[src/sv/plic_pkg.sv]
// Shared types and codes for the piecewise linear interpolator.
package plic_pkg;

  localparam int MaxPointsDef = 64;
  localparam int IdxW = 6;

  localparam logic [1:0] ADDR_POINT_COUNT = 2'd0;

  localparam logic [1:0] ST_INTERP = 2'd0;
  localparam logic [1:0] ST_LOW = 2'd1;
  localparam logic [1:0] ST_HIGH = 2'd2;
  localparam logic [1:0] ST_NONE = 2'd3;

  // One breakpoint write, broadcast to every cell.
  typedef struct packed {
    logic en;
    logic [IdxW-1:0] idx;
    logic signed [31:0] x;
    logic signed [31:0] y;
  } wr_t;

  // Query word travelling down the row of cells.
  typedef struct packed {
    logic valid;
    logic found;
    logic signed [31:0] q;
    logic signed [31:0] x0;
    logic signed [31:0] y0;
    logic signed [31:0] x1;
    logic signed [31:0] y1;
    logic signed [31:0] xf;
    logic signed [31:0] yf;
    logic signed [31:0] xl;
    logic signed [31:0] yl;
  } carry_t;

endpackage

[src/sv/plic_cell.sv]
// One breakpoint cell: stores (x, y) and tests its segment against a passing query.
module plic_cell #(
  parameter int IDX = 0,
  parameter int CW = 7
) (
  input  logic clk,
  input  logic rst,
  input  plic_pkg::wr_t wr,
  input  logic [CW-1:0] n_last,
  input  logic signed [31:0] nb_x,
  input  logic signed [31:0] nb_y,
  output logic signed [31:0] own_x,
  output logic signed [31:0] own_y,
  input  plic_pkg::carry_t cin,
  output plic_pkg::carry_t cout
);
  import plic_pkg::*;

  carry_t c_next;
  logic hit;

  always_ff @(posedge clk) begin
    if ((IDX < 64) && wr.en && (wr.idx == IdxW'(IDX))) begin
      own_x <= wr.x;
      own_y <= wr.y;
    end
  end

  always_comb begin
    hit = ((own_x <= cin.q) && (cin.q <= nb_x)) || ((nb_x <= cin.q) && (cin.q <= own_x));
    c_next = cin;
    if (IDX == 0) begin
      c_next.xf = own_x;
      c_next.yf = own_y;
    end
    if (CW'(IDX) == n_last) begin
      c_next.xl = own_x;
      c_next.yl = own_y;
    end
    if ((CW'(IDX) < n_last) && hit) begin
      c_next.found = 1'b1;
      c_next.x0 = own_x;
      c_next.y0 = own_y;
      c_next.x1 = nb_x;
      c_next.y1 = nb_y;
    end
  end

  always_ff @(posedge clk) begin
    if (rst) begin
      cout.valid <= 1'b0;
    end else begin
      cout.valid <= cin.valid;
    end
    cout.found <= c_next.found;
    cout.q <= c_next.q;
    cout.x0 <= c_next.x0;
    cout.y0 <= c_next.y0;
    cout.x1 <= c_next.x1;
    cout.y1 <= c_next.y1;
    cout.xf <= c_next.xf;
    cout.yf <= c_next.yf;
    cout.xl <= c_next.xl;
    cout.yl <= c_next.yl;
  end

endmodule

[config.mk]
export PLATFORM = sky130hd
export DESIGN_NAME = plic_cell
export DESIGN_NICKNAME = d
export VERILOG_FILES = /design/src/sv/plic_pkg.sv /design/src/sv/plic_cell.sv
export SDC_FILE = /design/constraint.sdc
export NUM_CORES = 1
export LEC_CHECK = 0
export BUFFER_PORTS_ARGS = -buffer_cell sky130_fd_sc_hd__buf_2
export CAP_MARGIN = 20
export CORE_AREA = 4 4 308 310
export CTS_CLUSTER_DIAMETER = 30
export DETAILED_ROUTE_END_ITERATION = 10
export DIE_AREA = 0 0 312 314
export PLACE_DENSITY = 0.53
export SYNTH_ARGS = -nofsm -noshare
export SYNTH_HDL_FRONTEND = slang
export SYNTH_SLANG_ARGS = --single-unit
[constraint.sdc]
create_clock -name clk -period 20.4 [get_ports clk]
set_input_delay 1.02 -clock clk [delete_from_list [all_inputs] [get_ports clk]]
set_output_delay 1.02 -clock clk [all_outputs]
set_load 0.02 [all_outputs]
Yosys cells after proc, flatten, opt, wreduce, memory -nomap -nowiden
Index checks and enable logic that the tools add are counted.
- register bits: 354
- word-level logic and storage cells: 27
- magnitude comparators: 5
- multiplexer cells: 2
- reduce and logical (&&, ||, !) cells: 7
- operators by type and width (cell ; count):
    32-bit less-or-equal comparator ; 4
    128-bit two-way mux ; 1
    64-bit two-way mux ; 1
    7-bit logical NOT ; 1
    1-bit by 7-bit < comparator with 1-bit output (first input constant) ; 1
    6-bit logical NOT ; 1
    1-bit logical AND ; 4
    1-bit logical OR ; 1

Logic depth before layout (Yosys ltp)
- word-level depth: 5
- gate-level depth with buffers: 13
- mapped depth without buffers: 10

Least setup slack after synthesis
Ideal clock, no wire load.
- path type: input -> register
- start: input wr[66] (netlist name)
- end: register own_x[0] (enable)
- library setup time: 0.651 ns
- arrival: 7.753 ns
- slack: 11.996 ns
- cell stages on the path: 2
- cells stage by stage: or4b_2 > nor4_1
- word-level cells in the longest chain between the ends: 2
- RTL lines (item ; line ; RTL):
    start: declaration ; plic_cell.sv:8 ; input plic_pkg::wr_t wr,
    6-bit logical NOT ; plic_cell.sv:23 ; if ((IDX < 64) && wr.en && (wr.idx == IdxW'(IDX))) begin
    1-bit logical AND ; plic_cell.sv:23 ;
    end signal: assignment ; plic_cell.sv:24 ; own_x <= wr.x;
    end: declaration ; plic_cell.sv:12 ; output logic signed [31:0] own_x,
Every way passes these cells.
A chain may end at the register's enable or synchronous reset.

==> flow_summary.toml <==
[run_status]
status = "finished clean"

[placed_design]
dp_hpwl_um = 56200
port_buffers = 723
place_congestion = 0.797

[sta]
worstMarginPinSlew_ps = 1100
max_freq_mhz = 165
fin_skew_ps = 33.0
rsz0062_at_grt = "no"
setup_violations = 0
hold_violations = 0
min_period_ps = 6050
min_period_over_period_pct = 29.7
slew_violations = 0
fin_tns_setup_ps = 0
slew_headroom_pct = 26.8

[synth]
synthCells = 2211
synth_top_area_share_pct = 30.8
synth_edf_count = 64
yosysMostFrequentCell = "nand2_1"
yosys-top-cells-count = "526 x nand2_1, 290 x dfxtp_1, 259 x nor4_1"
synth_nets = 2709
netlist_area_mm2 = 0.0188
seq_area_frac_synth_pct = 41.1
avgSynthCellArea_um2 = 8.51
synth_seq_cells = 354
synth_top_area_cell = "dfxtp_1"
synthArstFlopShare_pct = 0
synth_area_leaders = "dfxtp_1 31%, nand2_1 10%, edfxtp_1 10%"
synth_ff_type = "dfxtp_1"
yosysWarnings = 0
ys_types = 46

[detailed_routing]
wire_per_inst_um = 19.7
viasPerCell = 4.81
drtIter0Drc = 1388
dr.pass1.iters = 5
drt_wl_total_um = 79600
postRouteAntennaNets = 0
vias = 19447
drcViolationCount = 0

[floorplanning]
fp-row-count = 111
die_h_um = 314
fp.coreArea_mm2 = 0.0917
die_area_mm2 = 0.0980
ios = 788
dieWidth_um = 312
start_util_pct = 20.5

[critical_path]
startpoint_type = "flop"
reg2reg_from = "own_x[20]$_DFFE_PP_"
cpMostUsedCell = "buf_4"
reg2reg_to = "cout[128]$_DFF_P_"
worst_path_max_delay_cell = "buf_4"
r2r_slack_ps = 14350
crit_path_max_fanout = 99
endpoint = "cout[128]$_DFF_P_"
crit_type = "flop to flop"
crit_start = "own_x[20]$_DFFE_PP_"
required_ps = 20860
path_cells = "inv_1 -> ha_1 -> a21o_1 -> a21oi_1 -> o221ai_1 -> a2111o_1 -> nor2_4 -> buf_4 -> buf_4 -> buf_4 -> nor2_1 -> a2111oi_0 -> o211ai_1"
cpPeakStageDelay_ps = 890
endpoint_kind = "flop"
cp.arrival_ps = 6510
ff2ff_path_depth = 13

[cells_and_area]
syn_to_final_growth_pct = 38.9
layout-drive-gt1-share_pct = 32.8
fill_cells = 9843
final_nets = 3257

[clock_tree]
htree_num_levels = 3
cts_setup_buffers = 0
path_clk_slew_ps = 40
cts_buffer_depth = 3
clock_latency_ps = 650
numCtsBuffers = 96
cts.sink_count = 354
postCtsResizedCells = 0
postCtsHoldBufs = 0
cts_tree = "done"
root_buffer = "clkbuf_16"

[power_and_ir_drop]
switching_share_pct = 29.3
totalPowerFinal_mw = 2.88
power.switching_mw = 0.844
p_leak_nw = 11.6
power_frac_comb_pct = 18.3
p_int_mw = 2.04
p_clk_share_pct = 53.8
p_seq_share_pct = 27.9
powerDensity_mw_per_mm2 = 110
vdd_drop_max_mv = 0.0946

[grt]
busiest_layer = "met2"
grt_use_total_pct = 15.5
use_met2_pct = 24.4
grt_pass1_vias = 18737
grt_use_met1_pct = 19.4
grt_max_degree = 190
grt_pass1_wl_um = 118000
use_met3_pct = 4.59
overflow = 0
grt_antenna_before_repair = 28

[run]
cap_viol_max_count = 0

[hold_path]
min_path_type = "flop to flop"
## worst min-delay path by stage
stage | from | end | slack, ps | cells past startpoint
2_1_floorplan | own_y[0]$_DFFE_PP_ | cout[64]$_DFF_P_ | 390 | 0
3_3_place_gp | own_x[4]$_DFFE_PP_ | cout[100]$_DFF_P_ | 420 | 0
3_5_place_dp | own_x[4]$_DFFE_PP_ | cout[100]$_DFF_P_ | 420 | 0
4_1_cts | own_x[5]$_DFFE_PP_ | cout[101]$_DFF_P_ | 430 | 0
5_1_grt | own_x[4]$_DFFE_PP_ | cout[100]$_DFF_P_ | 450 | 0
6_report | own_x[5]$_DFFE_PP_ | cout[101]$_DFF_P_ | 430 | 0
## layout by cell type (no fill, tap or decap), drive strengths merged, types with 4 or more instances in the layout
| master | count |
|---|---|
| nor2 | 134 |
| a21o | 5 |
| nor2b | 4 |
| bufinv | 11 |
| buf | 753 |
| o21ai | 34 |
| o2111a | 128 |
| clkinv | 30 |
| clkinvlp | 12 |
| o211ai | 130 |
| clkbuf | 120 |
| inv | 72 |
| nand3 | 6 |
| ha | 64 |
| edfxtp | 64 |
| dfxtp | 290 |
| nand2 | 526 |
| nand4 | 13 |
| a2111oi | 129 |
| nor4 | 259 |
| diode | 20 |
| a21oi | 28 |
## critical path, delay by kind of cell, from the launching register on
family / cells / cell delay [ps]
and+or+nand+nor: 2 / 250
buffers and inverters: 4 / 2670
AOI/OAI and AO/OA: 6 / 1810
adders and majority gates: 1 / 260
DFF: 1 / 690
## area by class of cell
type	instances	area, µm²	area share [%]
Multi-Input combinational cell	1488	9340	35.7
Sequential cell	354	7730	29.6
Timing Repair Buffer	753	3900	14.9
Clock buffer	120	2670	10.2
Tap cell	1186	1480	5.68
Clock inverter	59	718	2.75
Inverter	66	248	0.948
Antenna cell	20	50.0	0.191
## flip-flops by register name, summed over array words and instances (netlist names)
| register | flops |
|---|---|
| cout | 290 |
| own_x | 32 |
| own_y | 32 |
## per-layer routing
layer,up-vias,share of wire (%)
met5,-,0.10
met4,12,3.5
met3,160,8.0
met2,782,46
met1,9137,43
li1,9356,-
## power by group through the flow
stage                     Combinational (mW)  Sequential (mW)  Clock [mW]
after detailed placement               0.527            0.816           0
after floorplan                        0.261            0.905           0
after global routing                   0.573            0.811        1.62
final                                  0.527            0.804        1.55
after CTS                              0.528            0.805        1.58
after global placement                 0.525            0.815           0
## kinds of logic (layout without fill, tap and decap cells)
kind of cell | after synthesis | in the layout | synth area share (%)
buf+inv | 369 | 998 | 9.51
simple gates | 957 | 957 | 23.1
fa+ha+maj | 64 | 64 | 4.26
flops | 354 | 354 | 41.1
other cells | 0 | 20 | 0
xor+xnor | 2 | 2 | 0.0931
compound gates | 465 | 465 | 22.0
## metrics by stage
| step | hold slack (ps) | instance area [µm²] | utilization, % | worst slack (ps) | std cells |
|---|---|---|---|---|---|
| 3_5_place_dp | 423 | 22700 | 24.7 | 14040 | 3845 |
| 2_1_floorplan | 393 | 18800 | - | 12000 | 2211 |
| 6_report | 429 | 26100 | 28.5 | 14350 | 4046 |
| 3_3_place_gp | 422 | 22700 | 24.7 | 14050 | 3845 |
| 4_1_cts | 433 | 26000 | 28.4 | 14370 | 4024 |
| 5_1_grt | 449 | 26100 | 28.5 | 13970 | 4042 |
(Power assumes the default switching activity.)
