==> config.mk <==
export PLATFORM = sky130hd
export DESIGN_NAME = plic_muldiv
export DESIGN_NICKNAME = d
export VERILOG_FILES = /design/src/sv/plic_muldiv.sv
export SDC_FILE = /design/constraint.sdc
export NUM_CORES = 1
export LEC_CHECK = 0
export BUFFER_PORTS_ARGS = -buffer_cell sky130_fd_sc_hd__buf_2
export CAP_MARGIN = 40
export CORE_MARGIN = 2
export CORE_UTILIZATION = 30
export CTS_CLUSTER_SIZE = 40
export DETAILED_ROUTE_END_ITERATION = 6
export PLACE_DENSITY = 0.44
export SETUP_SLACK_MARGIN = 0.15
export SYNTH_ARGS = -nofsm -noshare
export SYNTH_HDL_FRONTEND = slang
export SYNTH_SLANG_ARGS = --single-unit
==> constraint.sdc <==
create_clock -name clk -period 8.35 [get_ports clk]
set_clock_uncertainty 0.05 [all_clocks]
set_input_delay 0.835 -clock clk [delete_from_list [all_inputs] [get_ports clk]]
set_output_delay 0.835 -clock clk [all_outputs]
set_load 0.01 [all_outputs]
==> src/sv/plic_muldiv.sv <==
// Iterative unit: shift-add multiply of two magnitudes, then restoring divide.
module plic_muldiv (
  input  logic clk,
  input  logic rst,
  input  logic start,
  input  logic [32:0] a,
  input  logic [32:0] b,
  input  logic [32:0] d,
  output logic done,
  output logic [32:0] quo
);
  localparam logic [1:0] P_IDLE = 2'd0;
  localparam logic [1:0] P_MUL = 2'd1;
  localparam logic [1:0] P_DIV = 2'd2;

  logic [1:0] phase;
  logic [6:0] cnt;
  logic [65:0] mcand;
  logic [32:0] mplier;
  logic [65:0] prod;
  logic [32:0] dvs;
  logic [33:0] rem;
  logic [33:0] r2;
  logic ge;

  always_comb begin
    r2 = {rem[32:0], prod[65]};
    ge = r2 >= {1'b0, dvs};
  end

  always_ff @(posedge clk) begin
    if (rst) begin
      phase <= P_IDLE;
      done <= 1'b0;
    end else begin
      done <= 1'b0;
      case (phase)
        P_IDLE: begin
          if (start) begin
            phase <= P_MUL;
            cnt <= 7'd0;
            mcand <= {33'd0, a};
            mplier <= b;
            prod <= '0;
            dvs <= d;
          end
        end
        P_MUL: begin
          if (mplier[0]) begin
            prod <= prod + mcand;
          end
          mcand <= mcand << 1;
          mplier <= mplier >> 1;
          if (cnt == 7'd32) begin
            phase <= P_DIV;
            cnt <= 7'd0;
            rem <= '0;
          end else begin
            cnt <= cnt + 7'd1;
          end
        end
        P_DIV: begin
          // The product shifts out at the top while quotient bits shift in.
          rem <= ge ? (r2 - {1'b0, dvs}) : r2;
          prod <= prod << 1;
          quo <= {quo[31:0], ge};
          if (cnt == 7'd65) begin
            phase <= P_IDLE;
            done <= 1'b1;
          end else begin
            cnt <= cnt + 7'd1;
          end
        end
        default: phase <= P_IDLE;
      endcase
    end
  end

endmodule

# Word-level counts from Yosys, hierarchy flattened
# Index checks and enable logic that the tools add are counted.
[word_totals]
input_bits = 102
ff_bits = 274
output_inout_bits = 34
wordCells = 55
[classes]
muxes = 19
magnitude_cmp = 1
add_sub_neg = 3
n_eq_ne = 9
reduce_logical = 12
n_bitwise = 2
[ops]
columns = ["op", "count"]
rows = [
  ["2-to-1 mux 66 bit", 3],
  ["case mux 66 bit (3 select lines)", 1],
  ["case mux 33 bit (2 select lines)", 2],
  ["case mux 66 bit (2 select lines)", 1],
  ["2-to-1 mux 33 bit", 3],
  ["adder 66 bit", 1],
  [">= comparator 34 x 33 -> 1 bit", 1],
  ["subtractor 33 bit", 1],
  ["2-to-1 mux 7 bit", 3],
  ["case mux 7 bit (3 select lines)", 1],
  ["AND reduction 3 bit", 4],
  ["inequality test 2 bit (second input constant)", 5],
  ["AND reduction 4 bit", 2],
  ["adder 7 x 1 -> 7 bit (second input constant)", 1],
  ["== test 7 x 6 -> 1 bit (second input constant)", 1],
  ["== test 7 bit (second input constant)", 1],
  ["2-to-1 mux 2 bit", 3],
  ["case mux 2 bit (3 select lines)", 1],
  ["nonzero test 2 bit", 2],
  ["nonzero test 3 bit", 1],
  ["== test 2 x 1 -> 1 bit (second input constant)", 1],
  ["== test 2 bit (second input constant)", 1],
  ["zero test 2 bit", 1],
  ["NOT 1 bit", 2],
  ["other kinds (3)", 3],
]

# Depth between registers and ports, before layout
[logic_depth]
word_depth = 3
depth_mapped = 15
mapped_depth_nobuf = 14

# Worst setup path before layout
# No wires, ideal clock.
[synth_timing]
path_kind = "register to register"
start = "reg phase[1]"
end = "reg mcand[0] (enable)"
n_path_buf = 3
path_slack_ns = 2.236
t_required_ns = 7.743
period_less_slack_ns = 6.114
setup_ns = 0.557
path_stages_with_launch = 8
arrival_time_ns = 5.507
cell_sequence = "dfxtp_1 -> inv_1 -> ha_1 -> clkbuf_1 -> clkbuf_1 -> clkbuf_1 -> mux2i_1 -> nor2_1"
[synth_via]
elab_chain_len = 3
elab_cells_between_ends = 5
classes_between = "eq/ne: 2; reduce/logical: 3"
[synth_lines]
columns = ["item", "line", "source"]
rows = [
  ["from (decl)", "16", "logic [1:0] phase;"],
  ["from (signal assigned)", "33", "phase <= P_IDLE;"],
  ["from (signal assigned)", "40", "phase <= P_MUL;"],
  ["from (signal assigned)", "55", "phase <= P_DIV;"],
  ["== test 2 x 1 -> 1 bit / zero test 2 bit (equally long branches)", "37", "case (phase)"],
  ["nonzero test 2 bit (no source line) / inequality test 2 bit (equally long branches)", "--", ""],
  ["AND reduction 3 bit (no source line) (*)", "--", ""],
  ["to (signal assigned)", "42", "mcand <= {33'd0, a};"],
  ["to (signal assigned)", "52", "mcand <= mcand << 1;"],
  ["to (decl)", "18", "logic [65:0] mcand;"],
]
# Every way passes the cells marked *; elsewhere a longest branch is shown, timed or not.
# A chain may end at the register's enable or synchronous reset.

# Worst setup path after layout
[layout_timing]
start = "reg prod[65]"
end = "reg rem[16], data pin"
[layout_via]
elab_chain_len = 3
elab_cells_between_ends = 4
classes_between = "add/sub: 1; order compare: 1; mux: 2"
[layout_lines]
columns = ["item", "line", "source"]
rows = [
  ["from (decl)", "20", "logic [65:0] prod;"],
  ["from (signal assigned)", "50", "prod <= prod + mcand;"],
  ["from (signal assigned)", "65", "prod <= prod << 1;"],
  ["subtractor 33 bit / >= comparator 34 x 33 -> 1 bit (equally long branches)", "64, 28", ""],
  ["2-to-1 mux 33 bit (*)", "64", "rem <= ge ? (r2 - {1'b0, dvs}) : r2;"],
  ["case mux 33 bit (2 select lines) (*)", "37", ""],
  ["to (signal assigned)", "64", ""],
  ["to (decl)", "22", "logic [33:0] rem;"],
]
# Marks and branches as above.

==> metrics.md <==
| Metric | Value |
|---|---|
| Netlist Area Pre-Place | `approximately 0.016 mm^2` |
| Maximum fanout along the worst path | `35` |
| Main synth FF type | `edfxtp_1` |
| Data required, critical path | `8.58 ns` |
| Main combinational cell family by area after synthesis | `compound AO/OA/AOI/OAI gates` |
| Synth Area in Compound Gates | `15.5%` |
| Max incr delay on CP | `just under 0.5 ns` |
| Cell Pwr Density | `244 mW/mm^2` |
| Placed cell areas | `about 0.018 mm^2` |
| Vert. Die Dim | `approximately 240 um` |
| Leak Pwr | `around 7.3 nW` |
| Peak supply drop | `210 uV` |
| Post-Route WL | `~40000 um` |
| IO buf count | `135` |
| H-Tree Depth | `2` |
| Post-synthesis mux area share | `under 10%` |
| Clk slew on worst S/H paths | `~0.060 ns` |
| Final min period | `3.59 ns` |
| Combinational power share | `28.4%` |
| CTS tree | `yes` |
| # IOs | `136` |
| Type of origin of the critical path | `flip-flop` |
| Ys async rst share | `0%` |
| Crit. End Element | `flip-flop` |
| Post-synth EDFFs | `~270` |
| Nets | `between 1500 and 2000` |
| Via count | `11600` |
| Clock power frac | `between 30% and 40%` |
| Synthesized instance count | `around 1500` |
| Die Wd | `between 200 and 250 um` |
| Vias in the first global route | `around 12000` |
| Synth Area in Adders | `under 10%` |
| CTS buffer count | `35` |
| CTS sink count | `274` |
| Routability cong. | `0.811` |
| Final critical-path share of the clock period | `between 40 and 50%` |
| Part of the power in registers | `around two fifths` |
| Normalized max-slew margin | `a little under half` |
| Crit-path cells | `inv_1, ha_1, fa_1, nor2b_1, o31a_1, o21ai_1, nand2b_1, a31o_2, o2111ai_2, a21oi_2, a31oi_4, inv_4, mux2i_1, nor2_1` |
| # rows | `85` |
| Starting Density | `about 30%` |
| Max Clk Rate | `278 MHz` |
| Sequential share of the synthesized area | `between 50% and 60%` |
| Area share of and/or/nand/nor cells after synthesis | `around 12%` |
| Total grt overflow | `0` |
| Kind of critical path | `reg2reg` |
| Hold Buf Count CTS | `0` |
| Drt pass-1 iters | `5` |
| Clk root buf | `clkbuf_16` |
| Arr. time, crit path | `3.83 ns` |
| XOR/XNOR Fraction of Synth Area | `4.92%` |
| Internal power | `3.17 mW` |
| Synthesized Nets | `1703` |
| Sw Ratio | `31.6%` |
| Min-Delay Path Class | `reg2reg` |
| Post-CTS setup buffers | `0` |
| Largest net degree at the start of global routing | `67` |
| Netlist cell types | `slightly below 80` |
| Initial antenna violation count | `2` |
| Final Slew Violations | `0` |
| Total core area | `0.0539 mm^2` |
| TNS Setup | `0 ns` |
| Seq cells post-synth | `274` |
| RSZ-0062 raised after global routing | `no` |
| Net Switching | `1.46 mW` |
| DRC viols | `0` |
| Worst Tran Pin Value | `0.791 ns` |
| DR vias/cell | `4.97` |
| Crit-path slowest cell | `inv_4` |
| YS warnings | `0` |
| Worst skew pair latency | `between 0.5 and 0.6 ns` |
| Per-cell routed wire length | `about 17 um` |
| First-pass GRT wire length | `~65000 um` |
| Maximum Capacitance Violations | `0` |
| GRT Resource Usage Total | `between 10% and 20%` |
| Hpwl dp | `28200 um` |
| Die area | `~0.056 mm^2` |
| Setup Viol. Count Final | `0` |
| Post_cts resized | `0` |
| Outcome | `finished, final reports clean` |
| Clk buf depth | `3` |
| Avg Inst Size Synth | `approximately 11 um^2` |
| DRT antenna net count | `0` |
| Design Area, Final | `approximately 0.019 mm^2` |
| Proportion of layout cells with a drive suffix above 1 | `18.6%` |
| 1st-iter DRT viols | `around 550` |
| Fillers | `approximately 5400` |
| Final hold vios | `0` |
| Synth-to-Final Area Change | `15.9%` |
[power groups by stage]
stage | logic (mW) | registers [mW] | clock network, mW
floorplan | 1.00 | 1.81 | 0
global placement | 1.31 | 1.82 | 0
detailed placement | 1.32 | 1.82 | 0
CTS | 1.33 | 1.80 | 1.58
global route | 1.48 | 1.81 | 1.63
finish | 1.32 | 1.79 | 1.52
[through the flow]
step	cells	utilization, %	hold slack (ns)	power, mW	setup WS (ns)
after floorplan	1494	-	0.449	2.81	2.24
after global placement	2273	32.9	0.379	3.14	4.83
after detailed placement	2276	33.1	0.382	3.15	4.74
after CTS	2339	35.2	0.368	4.71	4.71
after global routing	2339	35.2	0.376	4.92	4.47
final	2340	35.2	0.393	4.63	4.76
[path summary, 6_finish.rpt]
path                            slack (ns)                from                    end  cells after the start
worst max-delay path                  4.76  prod[65]$_DFFE_PP_  rem[16]$_SDFFCE_PP0P_                     14
worst min-delay path                  0.39    quo[3]$_DFFE_PP_       quo[4]$_DFFE_PP_                      0
worst max register to register        4.76  prod[65]$_DFFE_PP_  rem[16]$_SDFFCE_PP0P_                     14
worst min register to register        0.39    quo[3]$_DFFE_PP_       quo[4]$_DFFE_PP_                      0
[critical path: cells and delay by family, from the launching register on]
family | cells | cell delay [ns]
adders and majority gates | 2 | 0.64
and+or+nand+nor | 3 | 0.39
DFF | 1 | 0.38
buffers and inverters | 2 | 0.55
muxes | 1 | 0.27
AOI/OAI and AO/OA | 6 | 1.04
[area by class of cell]
type | instances | area [um^2] | area share (%)
Clock buffer | 42 | 923 | 4.87
Sequential cell | 274 | 8200 | 43.2
Clock inverter | 21 | 215 | 1.13
Multi-Input combinational cell | 1100 | 7730 | 40.7
Inverter | 59 | 224 | 1.18
Antenna cell | 1 | 2.50 | 0.0132
Tap cell | 696 | 871 | 4.59
Timing Repair Buffer | 147 | 811 | 4.27
[state kept, by name, indices dropped and copies added (netlist names), 2 cells and up]
signal and flops:
prod 66, cnt 7, mcand 66, rem 33
phase 2, mplier 33, quo 33, dvs 33
[synth_stat cells, drive strengths merged, types with 4 or more instances]
cell type	count	area, um^2
xnor2	59	517
o21bai	19	143
buf	14	87.6
inv	59	224
o31ai	5	61.3
o21a	9	67.6
mux2	64	721
ha	105	1310
nand3	31	155
a211oi	10	100
nor2b	11	68.8
a22o	4	35.0
edfxtp	271	8140
xor2	33	289
and3	15	93.8
nor3	10	55.1
o21ai	128	641
a21o	37	278
nand4b	4	35.0
nand4	22	138
nand2b	9	56.3
nand2	143	537
a21oi	123	638
or3	6	37.5
nor2	100	375
a311oi	4	41.3
or2	4	25.0
mux2i	30	300
o211ai	5	37.5
a31oi	13	109
a41oi	5	43.8
and2	45	282
clkbuf	47	178
[metal layers]
| metal | part of all wire (%) | GRT usage [%] |
|---|---|---|
| met4 | 2.1 | 4.12 |
| met1 | 47 | 18.7 |
| met2 | 46 | 23.8 |
| met3 | 4.1 | 2.74 |
| met5 | 0.075 | 0 |
[cell families (layout without fill, tap and decap cells)]
group | count (synthesis) | after routing
and+or+nand+nor | 413 | 413
muxes | 94 | 94
buffers and inverters | 120 | 269
AOI/OAI and AO/OA | 394 | 394
DFF | 274 | 274
adders and majority gates | 107 | 107
xor gates and xnor gates | 92 | 92
other | 0 | 1
[cells in the final DEF, fill, tap and decap left out, types with 15 or more instances in the layout]
| cell | count |
|---|---|
| a21o_1 | 37 |
| a21oi_1 | 115 |
| and2_1 | 44 |
| and3_1 | 15 |
| buf_2 | 135 |
| clkbuf_16 | 36 |
| edfxtp_1 | 271 |
| ha_1 | 104 |
| inv_1 | 58 |
| mux2_2 | 64 |
| mux2i_1 | 30 |
| nand2_1 | 142 |
| nand3_1 | 31 |
| nand4_1 | 22 |
| nor2_1 | 98 |
| o21ai_0 | 121 |
| o21bai_1 | 19 |
| xnor2_1 | 59 |
| xor2_1 | 33 |
(Power assumes the default switching activity.)
